## config.mk

```make
export PLATFORM = sky130hd
export DESIGN_NAME = dual_header_frame_receiver
export DESIGN_NICKNAME = d
export VERILOG_FILES = /design/src/hw/rtl/dhfr_pkg.sv /design/src/hw/rtl/dhfr_frame_mem.sv /design/src/hw/rtl/dual_header_frame_receiver.sv
export SDC_FILE = /design/constraint.sdc
export NUM_CORES = 1
export LEC_CHECK = 0
export ABC_CLOCK_PERIOD_IN_PS = 4100
export BUFFER_PORTS_ARGS = -buffer_cell sky130_fd_sc_hd__buf_2
export CAP_MARGIN = 20
export CORE_UTILIZATION = 51
export CTS_CLUSTER_DIAMETER = 40
export DETAILED_ROUTE_END_ITERATION = 12
export PLACE_DENSITY = 0.75
export SLEW_MARGIN = 20
export SYNTH_ARGS = -nofsm -noshare
export SYNTH_HDL_FRONTEND = slang
export SYNTH_SLANG_ARGS = --single-unit
```

## constraint.sdc

```tcl
create_clock -name i_clk -period 4.1 [get_ports i_clk]
set_input_delay 0.41 -clock i_clk [delete_from_list [all_inputs] [get_ports i_clk]]
set_output_delay 0.41 -clock i_clk [all_outputs]
set_load 0.03 [all_outputs]
```

## src/hw/rtl/dhfr_pkg.sv

```systemverilog
// Shared constants for the dual header frame receiver.
`default_nettype none

package dhfr_pkg;

    // Default frame buffer depth in bytes.
    localparam int FRAME_DEPTH_DEF = 64;

    // Largest frame ever accepted, whatever the buffer depth.
    localparam int FRAME_LIMIT = 64;

    // Field and register widths.
    localparam int BYTE_W  = 8;
    localparam int INDEX_W = 6;
    localparam int COUNT_W = 7;
    localparam int CFG_W   = 16;
    localparam int CFG_IDX_W = 2;

    // Shortest frame: two header bytes plus one byte.
    localparam logic [COUNT_W-1:0] MIN_FRAME_LEN = 7'd3;

    // Reset value of the fixed old-protocol frame length.
    localparam logic [COUNT_W-1:0] OLD_LEN_RST = 7'd7;

    // Configuration register indexes.
    localparam logic [CFG_IDX_W-1:0] CFG_OLD_HEADER = 2'd0;
    localparam logic [CFG_IDX_W-1:0] CFG_NEW_HEADER = 2'd1;
    localparam logic [CFG_IDX_W-1:0] CFG_OLD_LENGTH = 2'd2;

endpackage

`default_nettype wire

```

## src/hw/rtl/dhfr_frame_mem.sv

```systemverilog
// Frame byte buffer: one write port and one registered read port.
`default_nettype none

module dhfr_frame_mem #(
    parameter int DEPTH = dhfr_pkg::FRAME_DEPTH_DEF,
    parameter int AW    = $clog2(DEPTH)
) (
    input  wire logic                          i_clk,
    input  wire logic                          i_wr_en,
    input  wire logic [AW-1:0]                 i_wr_addr,
    input  wire logic [dhfr_pkg::BYTE_W-1:0]   i_wr_data,
    input  wire logic                          i_rd_en,
    input  wire logic [AW-1:0]                 i_rd_addr,
    output logic      [dhfr_pkg::BYTE_W-1:0]   o_rd_data
);

    logic [dhfr_pkg::BYTE_W-1:0] r_mem [DEPTH];

    // Store a received byte.
    always_ff @(posedge i_clk) begin
        if (i_wr_en) begin
            r_mem[i_wr_addr] <= i_wr_data;
        end
    end

    // Read data is registered and holds while no read is issued.
    always_ff @(posedge i_clk) begin
        if (i_rd_en) begin
            o_rd_data <= r_mem[i_rd_addr];
        end
    end

endmodule

`default_nettype wire

```

## src/hw/rtl/dual_header_frame_receiver.sv

```systemverilog
// Receiver: sequencer that hunts headers, collects frames and drains them beat by beat.
// Rate: one received byte is taken per cycle while hunting or collecting a frame.
// A completed frame drains beat by beat: each beat is a buffer read followed by an output
// that holds until the sink is ready, set by the single buffer read port.
// An oversize frame gives one error beat in the cycle after its deciding byte.
// Reset is synchronous, active low: sequencer and configuration return to defaults.
// The frame buffer is not cleared; only bytes written for the current frame are read.
`default_nettype none

module dual_header_frame_receiver #(
    parameter int FRAME_DEPTH = dhfr_pkg::FRAME_DEPTH_DEF
) (
    input  wire logic                              i_clk,
    input  wire logic                              i_rst_n,
    // Configuration write port.
    input  wire logic                              i_cfg_we,
    input  wire logic [dhfr_pkg::CFG_IDX_W-1:0]    i_cfg_idx,
    input  wire logic [dhfr_pkg::CFG_W-1:0]        i_cfg_data,
    // Received bytes.
    input  wire logic                              i_rx_valid,
    output logic                                   o_rx_ready,
    input  wire logic [dhfr_pkg::BYTE_W-1:0]       i_rx_byte,
    // Frame beats.
    output logic                                   o_out_valid,
    input  wire logic                              i_out_ready,
    output logic      [dhfr_pkg::BYTE_W-1:0]       o_frame_byte,
    output logic      [dhfr_pkg::INDEX_W-1:0]      o_byte_index,
    output logic                                   o_protocol_new,
    output logic                                   o_status,
    output logic                                   o_last
);

    localparam int CAP = (FRAME_DEPTH < dhfr_pkg::FRAME_LIMIT) ?
                         FRAME_DEPTH : dhfr_pkg::FRAME_LIMIT;
    localparam int AW  = $clog2(CAP);
    localparam int CW  = dhfr_pkg::COUNT_W;
    localparam int BW  = dhfr_pkg::BYTE_W;
    localparam logic [CW-1:0] CAP_C  = CW'(CAP);
    localparam logic [BW:0]   CAP_W  = (BW+1)'(CAP);

    typedef enum logic [2:0] {
        ST_HUNT,
        ST_HEAD,
        ST_BODY,
        ST_FETCH,
        ST_SHOW
    } t_state;

    // Configuration registers.
    logic [dhfr_pkg::CFG_W-1:0] r_old_header;
    logic [dhfr_pkg::CFG_W-1:0] r_new_header;
    logic [CW-1:0]              r_old_len;

    always_ff @(posedge i_clk) begin
        if (!i_rst_n) begin
            r_old_header <= '0;
            r_new_header <= '0;
            r_old_len    <= dhfr_pkg::OLD_LEN_RST;
        end else if (i_cfg_we) begin
            case (i_cfg_idx)
                dhfr_pkg::CFG_OLD_HEADER: r_old_header <= i_cfg_data;
                dhfr_pkg::CFG_NEW_HEADER: r_new_header <= i_cfg_data;
                dhfr_pkg::CFG_OLD_LENGTH: r_old_len    <= i_cfg_data[CW-1:0];
                default: ;
            endcase
        end
    end

    // Sequencer state.
    t_state          r_state, n_state;
    logic [CW-1:0]   r_count, n_count;
    logic [CW-1:0]   r_target, n_target;
    logic            r_is_new, n_is_new;
    logic [BW-1:0]   r_held, n_held;
    logic [CW-1:0]   r_ptr, n_ptr;
    logic            r_status, n_status;

    // Buffer ports.
    logic            w_wr_en;
    logic [AW-1:0]   w_wr_addr;
    logic            w_rd_en;
    logic [BW-1:0]   w_rd_data;

    // Header byte compare operands.
    logic [BW-1:0]   w_old_hi, w_old_lo, w_new_hi, w_new_lo;
    logic            w_sel_old;
    logic [BW-1:0]   w_hi, w_lo;
    logic [CW-1:0]   w_old_target;
    logic [CW-1:0]   w_count_inc;
    logic [BW:0]     w_new_target;
    logic [CW-1:0]   w_eff_target;
    logic            w_rx_beat, w_out_beat, w_out_end;

    assign w_old_hi  = r_old_header[2*BW-1:BW];
    assign w_old_lo  = r_old_header[BW-1:0];
    assign w_new_hi  = r_new_header[2*BW-1:BW];
    assign w_new_lo  = r_new_header[BW-1:0];
    assign w_sel_old = (r_held == w_old_hi);
    assign w_hi      = w_sel_old ? w_old_hi : w_new_hi;
    assign w_lo      = w_sel_old ? w_old_lo : w_new_lo;

    assign w_old_target = (r_old_len < dhfr_pkg::MIN_FRAME_LEN) ?
                          dhfr_pkg::MIN_FRAME_LEN : r_old_len;
    assign w_count_inc  = r_count + CW'(1);
    assign w_new_target = {1'b0, i_rx_byte} + (BW+1)'(dhfr_pkg::MIN_FRAME_LEN);

    assign o_rx_ready  = (r_state == ST_HUNT) || (r_state == ST_HEAD) ||
                         (r_state == ST_BODY);
    assign w_rx_beat   = i_rx_valid && o_rx_ready;
    assign o_out_valid = (r_state == ST_SHOW);
    assign w_out_beat  = o_out_valid && i_out_ready;
    assign w_out_end   = r_status || ((r_ptr + CW'(1)) == r_target);

    // Next-state logic for hunting, collecting and draining.
    always_comb begin
        n_state      = r_state;
        n_count      = r_count;
        n_target     = r_target;
        n_is_new     = r_is_new;
        n_held       = r_held;
        n_ptr        = r_ptr;
        n_status     = r_status;
        w_wr_en      = 1'b0;
        w_wr_addr    = '0;
        w_eff_target = r_target;
        case (r_state)
            ST_HUNT: begin
                if (w_rx_beat) begin
                    n_count = '0;
                    if ((i_rx_byte == w_old_hi) || (i_rx_byte == w_new_hi)) begin
                        n_held  = i_rx_byte;
                        w_wr_en = 1'b1;
                        n_state = ST_HEAD;
                    end
                end
            end
            ST_HEAD: begin
                if (w_rx_beat) begin
                    if (i_rx_byte == w_lo) begin
                        w_wr_en   = 1'b1;
                        w_wr_addr = AW'(1);
                        n_is_new  = !w_sel_old;
                        n_count   = CW'(2);
                        if (w_sel_old) begin
                            n_target = w_old_target;
                            if (w_old_target > CAP_C) begin
                                n_state  = ST_SHOW;
                                n_status = 1'b1;
                                n_ptr    = '0;
                                n_count  = '0;
                            end else begin
                                n_state = ST_BODY;
                            end
                        end else begin
                            n_target = dhfr_pkg::MIN_FRAME_LEN;
                            n_state  = ST_BODY;
                        end
                    end else if (i_rx_byte == w_hi) begin
                        n_held  = i_rx_byte;
                        w_wr_en = 1'b1;
                    end else begin
                        n_state = ST_HUNT;
                        n_count = '0;
                    end
                end
            end
            ST_BODY: begin
                if (w_rx_beat) begin
                    if (r_count >= CAP_C) begin
                        n_state = ST_HUNT;
                        n_count = '0;
                    end else begin
                        w_wr_en   = 1'b1;
                        w_wr_addr = r_count[AW-1:0];
                        n_count   = w_count_inc;
                        // The length byte of the new protocol sets the frame size.
                        if (r_is_new && (w_count_inc == dhfr_pkg::MIN_FRAME_LEN)) begin
                            w_eff_target = w_new_target[CW-1:0];
                            n_target     = w_new_target[CW-1:0];
                        end
                        if (r_is_new && (w_count_inc == dhfr_pkg::MIN_FRAME_LEN) &&
                            (w_new_target > CAP_W)) begin
                            n_state  = ST_SHOW;
                            n_status = 1'b1;
                            n_ptr    = '0;
                            n_count  = '0;
                        end else if (w_count_inc >= w_eff_target) begin
                            n_state  = ST_FETCH;
                            n_status = 1'b0;
                            n_ptr    = '0;
                        end
                    end
                end
            end
            ST_FETCH: begin
                n_state = ST_SHOW;
            end
            ST_SHOW: begin
                if (w_out_beat) begin
                    if (w_out_end) begin
                        n_state  = ST_HUNT;
                        n_count  = '0;
                        n_status = 1'b0;
                    end else begin
                        n_ptr   = r_ptr + CW'(1);
                        n_state = ST_FETCH;
                    end
                end
            end
            default: begin
                n_state = ST_HUNT;
            end
        endcase
    end

    // State registers.
    always_ff @(posedge i_clk) begin
        if (!i_rst_n) begin
            r_state  <= ST_HUNT;
            r_count  <= '0;
            r_target <= '0;
            r_is_new <= 1'b0;
            r_ptr    <= '0;
            r_status <= 1'b0;
        end else begin
            r_state  <= n_state;
            r_count  <= n_count;
            r_target <= n_target;
            r_is_new <= n_is_new;
            r_ptr    <= n_ptr;
            r_status <= n_status;
        end
        r_held <= n_held;
    end

    assign w_rd_en = (r_state == ST_FETCH);

    dhfr_frame_mem #(
        .DEPTH (CAP),
        .AW    (AW)
    ) u_frame_mem (
        .i_clk     (i_clk),
        .i_wr_en   (w_wr_en),
        .i_wr_addr (w_wr_addr),
        .i_wr_data (i_rx_byte),
        .i_rd_en   (w_rd_en),
        .i_rd_addr (r_ptr[AW-1:0]),
        .o_rd_data (w_rd_data)
    );

    // Beat payload; an error beat carries zero data.
    assign o_frame_byte   = r_status ? '0 : w_rd_data;
    assign o_byte_index   = r_ptr[dhfr_pkg::INDEX_W-1:0];
    assign o_protocol_new = r_is_new;
    assign o_status       = r_status;
    assign o_last         = w_out_end;

    // The stored byte count never passes the buffer size.
    a_count_bound: assert property (@(posedge i_clk) disable iff (!i_rst_n)
        r_count <= CAP_C)
        else $error("byte count beyond buffer size");

    // The receive side and the drain side are never active together.
    a_side_excl: assert property (@(posedge i_clk) disable iff (!i_rst_n)
        !(o_rx_ready && o_out_valid))
        else $error("receive and drain active together");

    // An error beat is always the last beat of its frame.
    a_err_last: assert property (@(posedge i_clk) disable iff (!i_rst_n)
        (o_out_valid && o_status) |-> (o_last && (o_byte_index == '0)))
        else $error("error beat not marked last");

    // Draining reads only bytes inside the current frame.
    a_ptr_bound: assert property (@(posedge i_clk) disable iff (!i_rst_n)
        (r_state == ST_FETCH) |-> (r_ptr < r_target))
        else $error("read beyond frame end");

    // After the final beat the block hunts again.
    a_end_hunt: assert property (@(posedge i_clk) disable iff (!i_rst_n)
        (o_out_valid && i_out_ready && o_last) |=> (r_state == ST_HUNT))
        else $error("no return to hunt after final beat");

endmodule

`default_nettype wire

```

==> key figures <==
Run status
  – Status: finished clean

Finish
  – Post-route cell area: 0.0285 sq mm
  – Nets@finish: 1555
  – Number of diodes: 0
  – Fillers: 3229
  – Most common cell after layout, fill and taps aside: edfxtp_1
  – Non-filler cells, final: 2181
  – Share of cells above drive strength 1: 0.290
  – Most frequent cells in the layout: edfxtp_1 (528), mux4_2 (168), nand2_1 (111), nor2_1 (90), buf_4 (89)
  – Area growth syn-to-layout: 16.5%

Clock network
  – Setup Buffers After CTS: 0
  – Root Driver: clkbuf_16
  – TritonCTS Buffers: 77
  – Cts hold-fix bufs: 0
  – CTS tree: built
  – Clk_lat worst skew: 0.61 ns
  – Clock sinks: 593
  – Worst-path clk slew: 0.06 ns
  – Clock buffer depth: 3
  – CTS H-tree lvls: 3

GRT
  – Vias in the first global route: 13600
  – GRT Util Overall: 0.245
  – GRT overflow: 0
  – Pin count of the biggest net entering global routing: 125
  – Initial antenna violation count: 6
  – First-pass GRT wire length: 88.0 mm

Worst setup path
  – CP Capture Type: register
  – Crit-path leading delay family: compound AO/OA/AOI/OAI gates
  – Crit path buf inv count: 0
  – Slowest stage delay, CP: 0.66 ns
  – Worst Path Arrival: 4.23 ns
  – Kind of critical path: register to register
  – Worst path cell trace: nand2_1 > nor2_2 > mux2i_1 > a21o_2 > o21ai_0 > ha_1 > nand2b_1 > a211oi_1 > o31ai_1 > a31oi_1 > nand3b_1 > nand3_1 > a21oi_1 > o22ai_1
  – Slowest stage cell, crit path: dfxtp_1
  – Nature of the critical path startpoint: register
  – CP max FO: 16
  – Worst R2R Setup Slack: 0.34 ns
  – CP Data Required Time: 4.57 ns

Timing
  – Clock Skews: 0.0322 ns
  – Hold slack: 0.0754 ns
  – Part of the cycle the worst path needs: 0.917
  – Relative slew slack: 0.383
  – Slew Limit Fails: 0
  – RSZ-0062 raised after global routing: false
  – Least-Margin Pin Slew: 0.921 ns
  – Fmax: 266 MHz
  – Hold Vio Cnt, Final: 0
  – Setup_tns: 0 ns
  – Tmin final: 3.76 ns
  – Setup-failing EPs final: 0

Synth
  – Yosys warnings: 0
  – Prevailing post-synth register cell: edfxtp_1
  – Flops & latches, synth: 593
  – Seq/Total Area, Yosys: 0.701
  – Post-synth top area cell: edfxtp_1
  – Netlist cell types: 65
  – FFs w/ async S/R, synth: 0
  – Post-synth EDFFs: 528
  – Top area cells in the synthesized netlist: edfxtp_1 (65%), mux4_2 (15%), dfxtp_1 (5.3%)
  – Post-Syn Area per Cell: 17.7 sq um
  – Mapped Cells: 1382
  – Area fraction of the dominant cell type after synthesis: 0.648
  – Syn_nets: 1426
  – Post-Syn Area: 0.0245 sq mm

Route
  – ANT nets after route: 0
  – WL/cell: 27.0 microns
  – Via count: 13700
  – DRT iter0 DRCs: 1732
  – Vias per std cell: 6.28
  – Total Routed Length: 58.8 mm
  – Remaining DRCs: 0
  – Pre-antenna DRT Iters: 5

Floorplanning
  – Starting density of the core: 0.521
  – Die Width: 221 microns
  – Die area: 0.0489 sq mm
  – FP Rows: 79
  – Die Ht: 221 microns
  – Core ar.: 0.0470 sq mm
  – I/O pin total: 50

Pwr
  – Static leakage power: 9.23 nW
  – Total power: 0.0140 W
  – P per Cell Area: 493 mW/mm^2
  – Worst IR Drop VDD: 0.310 mV

Job
  – Max cap viols: 0

Placed design
  – # port buffers: 49
  – Post-DP Area: 0.0258 sq mm
  – Post-detailed-placement half-perimeter wirelength: 35.0 mm
  – RePlAce Congestion: 0.898
  – Placed Cells: 2039

Min path
  – Worst hold path type: primary input to register
==> path summary, 6_finish.rpt <==
kind | from | endpoint | cells past startpoint
setup / recovery | r_count[4] | r_ptr[1] | 14
hold reg to reg | r_old_header[0] | r_old_header[0] | 2
setup reg to reg | r_count[4] | r_ptr[1] | 14
hold / removal | i_cfg_data[15] | r_new_header[15] | 3
==> layer usage <==
metal	wire length [microns]	up-vias	global-route usage
li1	-	5769	-
met1	23400	7116	0.336
met2	28800	696	0.394
met3	4850	115	0.0499
met4	1660	8	0.0814
met5	48	-	0
==> flip-flops by register name, summed over array words and instances (netlist names), 8 cells and up <==
name,flops
r_held,8
r_new_header,16
r_old_header,16
u_frame_mem.o_rd_data,8
u_frame_mem.r_mem,512
==> power by group <==
part           switching [W]  total (W)  internal, W
Clock                0.00268    0.00703      0.00435
Sequential         0.0000300    0.00663      0.00660
Combinational       0.000270   0.000381     0.000111
==> timing repair <==
item                       4_1_cts  5_1_grt
setup endpoints to repair        0        8
hold endpoints to repair         0        0
gates resized for setup          0        2
==> worst register-to-register path, cell delays in order (launching register included) <==
cell	delay, ns
dfxtp_1	0.66
nand2_1	0.14
nor2_2	0.23
mux2i_1	0.34
a21o_2	0.32
o21ai_0	0.17
ha_1	0.34
nand2b_1	0.10
a211oi_1	0.07
o31ai_1	0.29
a31oi_1	0.16
nand3b_1	0.10
nand3_1	0.25
a21oi_1	0.33
o22ai_1	0.13
==> cell type report <==
type                    count  area [sq um]  share of cell area
multi-input cells         685          6860               0.241
clock inverters            60           717              0.0252
well taps                 607           759              0.0267
repair buffers            140           953              0.0335
flip-flops and latches    593         17200               0.602
clock buffers              82          1990              0.0698
inverters                  14          52.6             0.00184
==> cells in the mapped netlist, drive strengths merged, types with 4 or more instances <==
master and instances:
a21oi 55, mux4 168, inv 12, ha 13, o22ai 9, nand4 8, dfxtp 65, nand2b 6
nor4 8, or3 4, xnor2 29, o211a 4, a211oi 7, buf 37, o31ai 5, mux2i 15
edfxtp 528, clkbuf 53, nor2 93, nor3b 4, nor3 8, and4 5, nand4b 5, nand2 111
nor2b 15, nand3 20, o211ai 10, nand3b 7, a31o 5, xor2 25, o21ai 12
==> kinds of logic after synthesis <==
group	share of synthesized area
xor gates and xnor gates	0.0193
muxes	0.161
buffers and inverters	0.0187
adders and majority gates	0.00665
AOI/OAI and AO/OA	0.0340
DFF	0.701
and+or+nand+nor	0.0594
==> stage by stage <==
| step | util | setup WS [ns] |
|---|---|---|
| after global placement | 0.549 | 0.386 |
| after floorplan | - | 0.778 |
| after detailed placement | 0.549 | 0.271 |
| final | 0.607 | 0.339 |
| after global routing | 0.607 | 0.0742 |
| after CTS | 0.607 | 0.199 |
Power figures use the tool's default switching activity.
